**src/rtl/ssvp_pkg.sv**
```systemverilog
// ----------------------------------------------------------------------------
// ssvp_pkg
// Shared types, codes and sizes of the step/scan velocity planner.
// ----------------------------------------------------------------------------
package ssvp_pkg;

   localparam int CSR_ADDR_W = 3;
   localparam logic CSR_IDX_CRUISE = 1'b0;
   localparam logic [30:0] CRUISE_RESET = 31'd65536;

   localparam logic [1:0] KIND_TICK  = 2'd0;
   localparam logic [1:0] KIND_START = 2'd1;
   localparam logic [1:0] KIND_CLEAR = 2'd2;

   localparam logic [1:0] MODE_NONE = 2'd0;
   localparam logic [1:0] MODE_STEP = 2'd1;
   localparam logic [1:0] MODE_SCAN = 2'd2;

   localparam logic [5:0] MUL_STEPS  = 6'd33;
   localparam logic [5:0] SQRT_STEPS = 6'd33;
   localparam logic [5:0] DIV_STEPS  = 6'd31;

   typedef struct packed {
      logic [1:0]         kind;
      logic signed [31:0] pos_axis;
      logic signed [31:0] pos_circ;
      logic signed [31:0] span_axis;
      logic signed [31:0] span_circ;
      logic [1:0]         plan_mode;
   } req_type;

   typedef struct packed {
      logic signed [31:0] vel_axis;
      logic signed [31:0] vel_circ;
      logic               driving;
      logic               plan_active;
   } rsp_type;

   typedef enum logic [3:0] {
      OP_NONE,
      OP_LOAD,
      OP_START,
      OP_CLEAR,
      OP_MUL_SQ_INIT,
      OP_MUL_VEL_INIT,
      OP_MUL_STEP,
      OP_ACC,
      OP_ARRIVE,
      OP_SQRT_INIT,
      OP_SQRT_STEP,
      OP_DIV_INIT,
      OP_DIV_STEP,
      OP_STORE,
      OP_OUT_ZERO,
      OP_OUT_DRIVE
   } op_type;

   typedef struct packed {
      op_type     op;
      logic [1:0] job;
   } cmd_type;

   typedef struct packed {
      logic [1:0] kind;
      logic       active;
      logic       arrive;
      logic       out_free;
   } status_type;

endpackage

```
**src/rtl/ssvp_ctrl.sv**
```systemverilog
// ----------------------------------------------------------------------------
// ssvp_ctrl
// Sequencer: steps the shared multiplier, square root and divider per tick.
// ----------------------------------------------------------------------------
module ssvp_ctrl import ssvp_pkg::*; (
   input  logic       clock,
   input  logic       reset,
   input  logic       req_valid,
   output logic       req_stall,
   input  status_type status,
   output cmd_type    cmd
);

   typedef enum logic [3:0] {
      S_IDLE, S_DECIDE, S_SQ_INIT, S_SQ_RUN, S_SQ_ACC, S_CMP, S_RT_INIT, S_RT_RUN,
      S_VM_INIT, S_VM_RUN, S_DV_INIT, S_DV_RUN, S_VSTORE, S_OUT_ZERO, S_OUT_DRIVE
   } state_type;

   state_type  state_ff, state_in;
   logic [5:0] cnt_ff, cnt_in;
   logic [1:0] job_ff, job_in;

   assign req_stall = (state_ff != S_IDLE);

   always_comb begin
      state_in = state_ff;
      cnt_in   = cnt_ff + 6'd1;
      job_in   = job_ff;
      cmd.op   = OP_NONE;
      cmd.job  = job_ff;
      unique case (state_ff)
         S_IDLE: begin
            if (req_valid) begin
               cmd.op   = OP_LOAD;
               state_in = S_DECIDE;
            end
         end
         S_DECIDE: begin
            if (status.kind == KIND_START) begin
               cmd.op   = OP_START;
               state_in = S_OUT_ZERO;
            end else if (status.kind == KIND_CLEAR) begin
               cmd.op   = OP_CLEAR;
               state_in = S_OUT_ZERO;
            end else if (status.kind == KIND_TICK && status.active) begin
               job_in   = 2'd0;
               state_in = S_SQ_INIT;
            end else begin
               state_in = S_OUT_ZERO;
            end
         end
         S_SQ_INIT: begin
            cmd.op   = OP_MUL_SQ_INIT;
            cnt_in   = 6'd0;
            state_in = S_SQ_RUN;
         end
         S_SQ_RUN: begin
            cmd.op = OP_MUL_STEP;
            if (cnt_ff == MUL_STEPS - 6'd1) state_in = S_SQ_ACC;
         end
         S_SQ_ACC: begin
            cmd.op = OP_ACC;
            if (job_ff == 2'd3) begin
               state_in = S_CMP;
            end else begin
               job_in   = job_ff + 2'd1;
               state_in = S_SQ_INIT;
            end
         end
         S_CMP: begin
            if (status.arrive) begin
               cmd.op   = OP_ARRIVE;
               state_in = S_OUT_ZERO;
            end else begin
               state_in = S_RT_INIT;
            end
         end
         S_RT_INIT: begin
            cmd.op   = OP_SQRT_INIT;
            cnt_in   = 6'd0;
            state_in = S_RT_RUN;
         end
         S_RT_RUN: begin
            cmd.op = OP_SQRT_STEP;
            if (cnt_ff == SQRT_STEPS - 6'd1) begin
               job_in   = 2'd0;
               state_in = S_VM_INIT;
            end
         end
         S_VM_INIT: begin
            cmd.op   = OP_MUL_VEL_INIT;
            cnt_in   = 6'd0;
            state_in = S_VM_RUN;
         end
         S_VM_RUN: begin
            cmd.op = OP_MUL_STEP;
            if (cnt_ff == MUL_STEPS - 6'd1) state_in = S_DV_INIT;
         end
         S_DV_INIT: begin
            cmd.op   = OP_DIV_INIT;
            cnt_in   = 6'd0;
            state_in = S_DV_RUN;
         end
         S_DV_RUN: begin
            cmd.op = OP_DIV_STEP;
            if (cnt_ff == DIV_STEPS - 6'd1) state_in = S_VSTORE;
         end
         S_VSTORE: begin
            cmd.op = OP_STORE;
            if (job_ff == 2'd1) begin
               state_in = S_OUT_DRIVE;
            end else begin
               job_in   = 2'd1;
               state_in = S_VM_INIT;
            end
         end
         S_OUT_ZERO: begin
            if (status.out_free) begin
               cmd.op   = OP_OUT_ZERO;
               state_in = S_IDLE;
            end
         end
         S_OUT_DRIVE: begin
            if (status.out_free) begin
               cmd.op   = OP_OUT_DRIVE;
               state_in = S_IDLE;
            end
         end
         default: state_in = S_IDLE;
      endcase
   end

   always_ff @(posedge clock) begin
      if (reset) begin
         state_ff <= S_IDLE;
         cnt_ff   <= 6'd0;
         job_ff   <= 2'd0;
      end else begin
         state_ff <= state_in;
         cnt_ff   <= cnt_in;
         job_ff   <= job_in;
      end
   end

endmodule

```
**src/rtl/ssvp_dpath.sv**
```systemverilog
// ----------------------------------------------------------------------------
// ssvp_dpath
// Segment state, shift-add multiplier, digit square root, restoring divider
// and the result register.
// ----------------------------------------------------------------------------
module ssvp_dpath import ssvp_pkg::*; (
   input  logic        clock,
   input  logic        reset,
   input  cmd_type     cmd,
   output status_type  status,
   input  logic [30:0] cruise,
   input  req_type     req_data,
   output logic        rsp_valid,
   input  logic        rsp_stall,
   output rsp_type     rsp_data
);

   req_type            item_ff;
   logic signed [31:0] st_a_ff, st_c_ff, en_a_ff, en_c_ff;
   logic [1:0]         mode_ff;
   logic               enabled_ff, fwd_ff;
   logic [65:0]        p_ff, acc_len_ff, acc_dist_ff;
   logic [32:0]        mcand_ff, root_ff;
   logic [34:0]        rem_ff;
   logic [30:0]        dq_ff;
   logic               sat_ff;
   logic signed [31:0] va_ff, vc_ff;
   logic               rsp_valid_ff;
   rsp_type            rsp_ff;

   logic               back;
   logic signed [32:0] da, dc, pda, pdc, sum_a, sum_c;
   logic [32:0]        sel_d, mag;
   logic [33:0]        madd;
   logic [36:0]        sq_t, sq_trial;
   logic               sq_ge;
   logic [34:0]        dv_t, dv_len;
   logic               dv_ge;
   logic [30:0]        q;
   logic               neg;
   logic signed [31:0] vel;
   logic signed [31:0] end_a, end_c;

   assign back = (mode_ff == MODE_SCAN) && !fwd_ff;
   assign da   = {en_a_ff[31], en_a_ff} - {st_a_ff[31], st_a_ff};
   assign dc   = {en_c_ff[31], en_c_ff} - {st_c_ff[31], st_c_ff};
   assign pda  = {item_ff.pos_axis[31], item_ff.pos_axis}
               - (back ? {en_a_ff[31], en_a_ff} : {st_a_ff[31], st_a_ff});
   assign pdc  = {item_ff.pos_circ[31], item_ff.pos_circ}
               - (back ? {en_c_ff[31], en_c_ff} : {st_c_ff[31], st_c_ff});

   always_comb begin
      case (cmd.job)
         2'd0:    sel_d = da;
         2'd1:    sel_d = dc;
         2'd2:    sel_d = pda;
         default: sel_d = pdc;
      endcase
      mag = sel_d[32] ? 33'(-sel_d) : sel_d;
   end

   assign sum_a = {item_ff.pos_axis[31], item_ff.pos_axis}
                + {item_ff.span_axis[31], item_ff.span_axis};
   assign sum_c = {item_ff.pos_circ[31], item_ff.pos_circ}
                + {item_ff.span_circ[31], item_ff.span_circ};
   assign end_a = (sum_a[32] != sum_a[31]) ? (sum_a[32] ? 32'sh80000000 : 32'sh7fffffff)
                                           : sum_a[31:0];
   assign end_c = (sum_c[32] != sum_c[31]) ? (sum_c[32] ? 32'sh80000000 : 32'sh7fffffff)
                                           : sum_c[31:0];

   assign madd     = {1'b0, p_ff[65:33]} + (p_ff[0] ? {1'b0, mcand_ff} : 34'd0);
   assign sq_t     = {rem_ff, acc_len_ff[65:64]};
   assign sq_trial = {2'b00, root_ff, 2'b01};
   assign sq_ge    = (sq_t >= sq_trial);
   assign dv_t     = {rem_ff[33:0], dq_ff[30]};
   assign dv_len   = {2'b00, root_ff};
   assign dv_ge    = (dv_t >= dv_len);

   assign q   = sat_ff ? 31'h7fffffff : dq_ff;
   assign neg = (cmd.job[0] ? dc[32] : da[32]) != back;
   assign vel = neg ? -$signed({1'b0, q}) : $signed({1'b0, q});

   assign status.kind     = item_ff.kind;
   assign status.active   = enabled_ff && (mode_ff == MODE_STEP || mode_ff == MODE_SCAN);
   assign status.arrive   = (acc_dist_ff >= acc_len_ff);
   assign status.out_free = !rsp_valid_ff || !rsp_stall;

   always_ff @(posedge clock) begin
      if (reset) begin
         st_a_ff    <= '0;
         st_c_ff    <= '0;
         en_a_ff    <= '0;
         en_c_ff    <= '0;
         mode_ff    <= MODE_NONE;
         enabled_ff <= 1'b0;
         fwd_ff     <= 1'b1;
      end else begin
         case (cmd.op)
            OP_START: begin
               st_a_ff    <= item_ff.pos_axis;
               st_c_ff    <= item_ff.pos_circ;
               en_a_ff    <= end_a;
               en_c_ff    <= end_c;
               mode_ff    <= item_ff.plan_mode;
               enabled_ff <= 1'b1;
               fwd_ff     <= 1'b1;
            end
            OP_CLEAR: begin
               st_a_ff    <= '0;
               st_c_ff    <= '0;
               en_a_ff    <= '0;
               en_c_ff    <= '0;
               mode_ff    <= MODE_NONE;
               enabled_ff <= 1'b0;
            end
            OP_ARRIVE: begin
               if (mode_ff == MODE_STEP) enabled_ff <= 1'b0;
               else fwd_ff <= !fwd_ff;
            end
            default: ;
         endcase
      end
   end

   always_ff @(posedge clock) begin
      case (cmd.op)
         OP_LOAD: item_ff <= req_data;
         OP_MUL_SQ_INIT: begin
            mcand_ff <= mag;
            p_ff     <= {33'd0, mag};
         end
         OP_MUL_VEL_INIT: begin
            mcand_ff <= {2'b00, cruise};
            p_ff     <= {33'd0, mag};
         end
         OP_MUL_STEP: p_ff <= {madd, p_ff[32:1]};
         OP_ACC: begin
            case (cmd.job)
               2'd0:    acc_len_ff  <= p_ff;
               2'd1:    acc_len_ff  <= acc_len_ff + p_ff;
               2'd2:    acc_dist_ff <= p_ff;
               default: acc_dist_ff <= acc_dist_ff + p_ff;
            endcase
         end
         OP_SQRT_INIT: begin
            rem_ff  <= '0;
            root_ff <= '0;
         end
         OP_SQRT_STEP: begin
            rem_ff     <= sq_ge ? 35'(sq_t - sq_trial) : sq_t[34:0];
            root_ff    <= {root_ff[31:0], sq_ge};
            acc_len_ff <= {acc_len_ff[63:0], 2'b00};
         end
         OP_DIV_INIT: begin
            sat_ff <= (p_ff >= {2'b00, root_ff, 31'd0});
            rem_ff <= {3'b000, p_ff[62:31]};
            dq_ff  <= p_ff[30:0];
         end
         OP_DIV_STEP: begin
            rem_ff <= dv_ge ? (dv_t - dv_len) : dv_t;
            dq_ff  <= {dq_ff[29:0], dv_ge};
         end
         OP_STORE: begin
            if (cmd.job[0]) vc_ff <= vel;
            else va_ff <= vel;
         end
         OP_OUT_ZERO: begin
            rsp_ff.vel_axis    <= '0;
            rsp_ff.vel_circ    <= '0;
            rsp_ff.driving     <= 1'b0;
            rsp_ff.plan_active <= enabled_ff;
         end
         OP_OUT_DRIVE: begin
            rsp_ff.vel_axis    <= va_ff;
            rsp_ff.vel_circ    <= vc_ff;
            rsp_ff.driving     <= 1'b1;
            rsp_ff.plan_active <= enabled_ff;
         end
         default: ;
      endcase
   end

   always_ff @(posedge clock) begin
      if (reset) begin
         rsp_valid_ff <= 1'b0;
      end else if (cmd.op == OP_OUT_ZERO || cmd.op == OP_OUT_DRIVE) begin
         rsp_valid_ff <= 1'b1;
      end else if (!rsp_stall) begin
         rsp_valid_ff <= 1'b0;
      end
   end

   assign rsp_valid = rsp_valid_ff;
   assign rsp_data  = rsp_ff;

endmodule

```
**src/rtl/step_scan_velocity_planner_unit.sv**
```systemverilog
// ----------------------------------------------------------------------------
// step_scan_velocity_planner_unit
// Step/scan velocity planner, signed Q16.16, with an APB-style register port.
// ----------------------------------------------------------------------------
// Requests enter on req_valid/req_data and are taken when req_stall is low;
// each request gives exactly one response on rsp_valid/rsp_data, held while
// rsp_stall is high. One request is worked on at a time.
// Start, clear and idle requests go from the decode state straight to the
// response write. A tick with motion enabled runs four 33-step shift-add
// squarings and answers at once on arrival; otherwise a 33-step square root
// and two 33-step multiplies with 31-step divisions follow. The shift-add
// multiplier serves all six multiplies, and the root and the divider share
// one bit-serial unit. A finished response sits in an output register, so the next
// request is taken while it waits; a stalled response blocks only the next
// one from being written. Reset clears the segment, disables motion, sets the
// forward scan direction and loads cruise_speed with 1.0. cruise_speed sits at
// byte address 0.
// ----------------------------------------------------------------------------
module step_scan_velocity_planner_unit import ssvp_pkg::*; (
   input  logic                  clock,
   input  logic                  reset,
   input  logic                  req_valid,
   output logic                  req_stall,
   input  req_type               req_data,
   output logic                  rsp_valid,
   input  logic                  rsp_stall,
   output rsp_type               rsp_data,
   input  logic                  csr_psel,
   input  logic                  csr_penable,
   input  logic                  csr_pwrite,
   input  logic [CSR_ADDR_W-1:0] csr_paddr,
   input  logic [31:0]           csr_pwdata,
   output logic [31:0]           csr_prdata,
   output logic                  csr_pready
);

   logic [30:0] cruise_ff;
   cmd_type     cmd;
   status_type  status;

   assign csr_pready = 1'b1;
   assign csr_prdata = (csr_paddr[2] == CSR_IDX_CRUISE) ? {1'b0, cruise_ff} : 32'd0;

   always_ff @(posedge clock) begin
      if (reset) begin
         cruise_ff <= CRUISE_RESET;
      end else if (csr_psel && csr_penable && csr_pwrite
                   && csr_paddr[2] == CSR_IDX_CRUISE) begin
         cruise_ff <= csr_pwdata[30:0];
      end
   end

   ssvp_ctrl u_ctrl (
      .clock     (clock),
      .reset     (reset),
      .req_valid (req_valid),
      .req_stall (req_stall),
      .status    (status),
      .cmd       (cmd)
   );

   ssvp_dpath u_dpath (
      .clock     (clock),
      .reset     (reset),
      .cmd       (cmd),
      .status    (status),
      .cruise    (cruise_ff),
      .req_data  (req_data),
      .rsp_valid (rsp_valid),
      .rsp_stall (rsp_stall),
      .rsp_data  (rsp_data)
   );

endmodule

```
**config.mk**
```make
export PLATFORM = sky130hd
export DESIGN_NAME = step_scan_velocity_planner_unit
export DESIGN_NICKNAME = d
export VERILOG_FILES = /design/src/rtl/ssvp_pkg.sv /design/src/rtl/ssvp_ctrl.sv /design/src/rtl/ssvp_dpath.sv /design/src/rtl/step_scan_velocity_planner_unit.sv
export SDC_FILE = /design/constraint.sdc
export NUM_CORES = 2
export LEC_CHECK = 0
export ABC_AREA = 1
export BUFFER_PORTS_ARGS = -buffer_cell sky130_fd_sc_hd__buf_2
export CAP_MARGIN = 25
export CORE_UTILIZATION = 30
export DETAILED_ROUTE_END_ITERATION = 10
export GPL_ROUTABILITY_DRIVEN = 0
export PLACE_DENSITY = 0.43
export SYNTH_ARGS = -nofsm -noshare
export SYNTH_HDL_FRONTEND = slang
export SYNTH_HIERARCHICAL = 1
export SYNTH_SLANG_ARGS = --single-unit
```
**constraint.sdc**
```tcl
create_clock -name clock -period 8.1 [get_ports clock]
set_clock_uncertainty 0.1 [all_clocks]
set_input_delay 1.62 -clock clock [delete_from_list [all_inputs] [get_ports clock]]
set_output_delay 1.62 -clock clock [all_outputs]
set_load 0.005 [all_outputs]
```
After elaboration in Yosys (flattened, before gate mapping):

Cells that the tools add are included.

* flip-flop bits (word level): 769
* bits of input ports: 174
* output and inout port bits: 101
* logic and storage cells: 212

* add/subtract/negate cells: 15
* magnitude comparators: 4
* eq/ne operators: 56
* muxes and demuxes: 62
* bitwise logic cells: 3
* reductions and logical operators: 40

Operator list (number)
* $pmux W66 S2: 5
* $pmux W32 S2: 4
* $mux W32: 5
* $pmux W35 S4: 1
* $add A66 B66 Y66: 2
* $mux W33: 4
* $pmux W33 S2: 2
* $pmux W4 S14: 2
* $pmux W33 S3: 1
* $mux W35: 2
* $add A32 B32 Y33: 2
* $ge A66 B64 Y1: 1
* $ge A66 B66 Y1: 1
* $sub A32 B32 Y33: 2
* $sub A33 B33 Y33: 2
* $mux W31: 2
* $pmux W31 S2: 1
* $eq A4 B4 Y1 const B: 15
* $mux W4: 14
* $ge A37 B35 Y1: 1
* $ge A35 B33 Y1: 1
* $sub A35 B33 Y35: 1
* $sub A35 B35 Y35: 1
* $add A33 B34 Y34: 1
* 36 further kinds: 107

Longest topological paths before layout:

* depth after elaboration: 8
* depth in mapped cells: 31

Modules after synthesis:

The synthesis kept the hierarchy.

Modules (own cells, without submodules)
* ssvp_dpath: instances 1, cells an instance 8797, area each 61585.3 µm², seq. area each 20469.6 µm²
* step_scan_velocity_planner_unit: instances 1, cells an instance 274, area each 1647.8 µm², seq. area each 620.6 µm²
* ssvp_ctrl: instances 1, cells an instance 183, area each 1092.3 µm², seq. area each 240.2 µm²

Worst setup path before layout:

OpenSTA, ideal clock, no wires.

* kind: input-to-reg
* from: in rsp_stall
* to: reg u_dpath/item_ff[0] (netlist bit) (enable)
* setup time: 625 ps
* arrival: 7782 ps
* required time: 7375 ps
* path slack: -407 ps
* cell stages on the path: 6
* path buffers: 0
* cells stage by stage: nand2_1 > nand4_1 > o2111ai_1 > inv_1 > nand2_1 > nor2_1

RTL lines
* start, declared: line step_scan_velocity_planner_unit.sv:26 `input logic rsp_stall,`
* end signal, assigned: line ssvp_dpath.sv:127 `OP_LOAD: item_ff <= req_data;`
* end, declared: line ssvp_dpath.sv:18 `req_type item_ff;`

Worst setup path in the final report:

* from: reg u_dpath.mode_ff[0]
* to: reg u_dpath.mcand_ff[6] (data pin)

* cells in the longest elaborated chain, start to end: 8

RTL lines
* start, declared: line ssvp_dpath.sv:20 `logic [1:0] mode_ff;`
* start signal, assigned: line ssvp_dpath.sv:104 `mode_ff <= item_ff.plan_mode;`
* $eq A2 B2 Y1 (*): line ssvp_dpath.sv:44 `assign back = (mode_ff == MODE_SCAN) && !fwd_ff;`
* $logic_and A1 B1 Y1 (*): line ssvp_dpath.sv:44
* $mux W33, on equally long branches: line ssvp_dpath.sv:50, ssvp_dpath.sv:48
* $sub A33 B33 Y33, on equally long branches: line ssvp_dpath.sv:50, ssvp_dpath.sv:48
* $pmux W33 S3 (*): line ssvp_dpath.sv:53 `case (cmd.job)`
* $neg A33 Y33: line ssvp_dpath.sv:59 `mag = sel_d[32] ? 33'(-sel_d) : sel_d;`
* $mux W33 (*): line ssvp_dpath.sv:59
* $pmux W33 S2 (*): line ssvp_dpath.sv:126 `case (cmd.op)`
* end signal, assigned: line ssvp_dpath.sv:129 `mcand_ff <= mag;`
* end signal, assigned: line ssvp_dpath.sv:133 `mcand_ff <= {2'b00, cruise};`
* end, declared: line ssvp_dpath.sv:23 `logic [32:0] mcand_ff, root_ff;`

Mark *: on every way between the ends. The rest lies on a longest branch, timed or not.
A chain may end at the register's enable or synchronous reset.

==> qor.yml <==
synthesis:
  avgSynthCellArea_um2: 6.95
  synth_top_area_cell: "edfxtp_1"
  synth_edf_count: 593
  ys_top_cells_by_count: "nand2_1, inv_1, nor2_1"
  syn_nets: 9973
  netlist_instances: 9254
  synth_ff_type: "edfxtp_1"
  synth.most_common_cell: "nand2_1"
  yosysSeqAreaShare_pct: 33.2
  synth_warnings: 6
  synth_top_area_share_pct: 27.7
  synth-seq-cells: 769
  yosysUniqueCellTypes: 71
  synthTopCellsByArea: "edfxtp_1, nand2_1, ha_1"
  async_flop_share_pct: 0
  synth_area_um2: 64300
timing:
  max_freq_mhz: 173
  relSlewSlack_pct: 24.9
  layout_setup_ws_ns: 2.31
  worst_pin_slew_ns: 1.12
  finalMaxSlewViolations: 0
  fin_tns_setup_ns: 0
  setup_viol: 0
  fin_crit_sh_pct: 71.5
  grt_setup_unrepaired: "no"
  fin_crit_ns: 5.79
  hold_viol_final: 0
min_path:
  worstHoldPathType: "flip-flop to flip-flop"
  worstHoldStart: "u_dpath/st_a_ff[4]"
setup_path:
  cp_slowest_cell: "o21ai_0"
  cpPeakStageDelay_ns: 0.69
  path_cells: "inv_1, ha_1, nand2_4, buf_4, o21ai_0, fa_1, nand2_1, nand3_2, nand3_1, nand2_1, nand2_1, nand2_1, nand4_1, nand2_1, nand2_1, nand3_1, nand3_1, nor2_2, nor2_4, inv_2, o21ai_0, nand2_1, nand2_1"
  start_kind: "flip-flop"
  r2r_start: "u_dpath/mode_ff[0]"
  arrival_ns: 6.29
  r2r_setup_slack_ns: 2.31
  crit_required_ns: 8.61
  setup.worst_path.start: "u_dpath/mode_ff[0]"
  end_kind: "flip-flop"
  path_max_fanout: 69
  worst-setup-path-type: "flip-flop to flip-flop"
  critPathMostFrequentCell: "nand2_1"
routing:
  drc_errors: 0
  routed_wl_mm: 248
  ant_nets: 0
  drt_iter0_drc: 4964
  wire_per_inst_um: 20.0
  via_per_inst: 5.01
  first_pass_iters: 6
  vias: 62100
clock_tree:
  clock_latency_ns: 0.77
  clock-root-buffer: "clkbuf_16"
  max-clock-path-buffers: 3
  hold_buffers: 0
  path_clk_slew_ns: 0.06
  postCtsResizedCells: 0
  numCtsBuffers: 97
  postCtsSetupBuffers: 0
  htreeDepth: 3
  clock-sinks: 769
  cts_tree: "done"
global_route:
  antenna_found_initial: 2
  overflow: 0
  grt_max_degree: 131
  grt_pass1_vias: 59100
  track_usage_pct: 22.4
  grt_pass1_wl_mm: 370
cells_and_area:
  nets: 10200
  fillCellCount: 23300
  syn_to_final_growth_pct: 12.5
  final_util_pct: 34.0
  drive_gt1_share_pct: 6.62
floorplan:
  die_area_um2: 216000
  start_util_pct: 30.3
  num_rows: 169
  die_h_um: 465
  die_w_um: 465
  design.core.area_um2: 213000
  pin_count: 275
outcome:
  status: "complete, no violations"
place:
  io_buffers: 269
  dpl.hpwl_mm: 201
  dp_slack_ns: 2.31
flow_run:
  cap_violations: 0
[critical path: cells and delay by family (launching register included)]
family / cells / cell delay (ns)
DFF: 1 / 0.35
AOI/OAI and AO/OA: 2 / 0.93
and+or+nand+nor: 16 / 2.68
adders and majority gates: 2 / 0.72
buffers and inverters: 3 / 0.74
[kinds of logic (layout without fill, tap and decap cells)]
logic type / after synthesis / in the layout / share of synthesized area, %
adders and majority gates: 545 / 545 / 10.7
AOI/OAI and AO/OA: 1739 / 1739 / 15.0
buffers and inverters: 1656 / 1966 / 9.92
DFF: 769 / 769 / 33.2
and+or+nand+nor: 4292 / 4292 / 27.8
xor gates and xnor gates: 251 / 251 / 3.44
other: 2 / 4 / 0.0117
[routing by layer]
layer / routed length (um) / part of all wire [%] / up-vias / GRT usage, %
met5: 0 / 0 / - / 0
met3: 11800 / 4.8 / 290 / 2.12
met1: 115000 / 46 / 29100 / 30.5
met4: 7600 / 3.1 / 0 / 7.04
li1: - / - / 31100 / -
met2: 114000 / 46 / 1555 / 37.0
[through the flow]
step / instance area (um2) / std cells / hold WS, ns
3_3_place_gp: 69000 / 12200 / 0.346
5_1_grt: 72300 / 12400 / 0.377
2_1_floorplan: 64300 / 9254 / 0.308
4_1_cts: 72200 / 12400 / 0.362
6_report: 72300 / 12400 / 0.360
3_5_place_dp: 69000 / 12200 / 0.354
[path summary, 6_finish.rpt]
| check | depth (start not counted) | to |
|---|---|---|
| worst max-delay path | 23 | u_dpath/mcand_ff[6] |
| worst min-delay path | 2 | u_dpath/st_a_ff[4] |
| worst max register to register | 23 | u_dpath/mcand_ff[6] |
| worst min register to register | 2 | u_dpath/st_a_ff[4] |
[cell type report]
| cell class | count | area, um2 | area share, % |
|---|---|---|---|
| Inverter | 1446 | 5430 | 7.51 |
| Clock buffer | 120 | 2570 | 3.55 |
| Clock inverter | 59 | 666 | 0.920 |
| Antenna cell | 2 | 5.00 | 0.00692 |
| Tap cell | 2821 | 3530 | 4.88 |
| Multi-Input combinational cell | 6829 | 36800 | 50.8 |
| Sequential cell | 769 | 21300 | 29.5 |
| Timing Repair Buffer | 341 | 2030 | 2.81 |
[flip-flops by register name, summed over array words and instances (netlist names), 32 cells and up]
register,cells
u_dpath/item_ff,130
u_dpath/vc_ff,32
u_dpath/en_c_ff,32
u_dpath/acc_dist_ff,66
u_dpath/p_ff,66
u_dpath/en_a_ff,32
u_dpath/root_ff,33
u_dpath/rsp_data,66
u_dpath/va_ff,32
u_dpath/mcand_ff,33
u_dpath/acc_len_ff,66
u_dpath/st_c_ff,32
u_dpath/st_a_ff,32
u_dpath/rem_ff,35
[placed cells by master, fill, tap and decap left out, types with 27 or more instances in the layout]
master,n
nor3_1,84
nand3_1,601
nor4_1,27
dfxtp_1,176
nor2_1,998
xor2_1,140
a31oi_1,70
o21a_1,47
nand3b_1,39
o211ai_1,36
o21ai_1,28
inv_1,1423
nand4_1,130
ha_1,535
clkbuf_16,98
nand2_1,2293
o21bai_1,35
nor2_2,28
xnor2_1,109
o21ai_0,560
buf_4,62
buf_2,269
a21oi_1,781
a21o_1,48
edfxtp_1,593
Power is not shown: default switching activity piles up to over one toggle a cycle in this logic, so the estimate is an artifact.
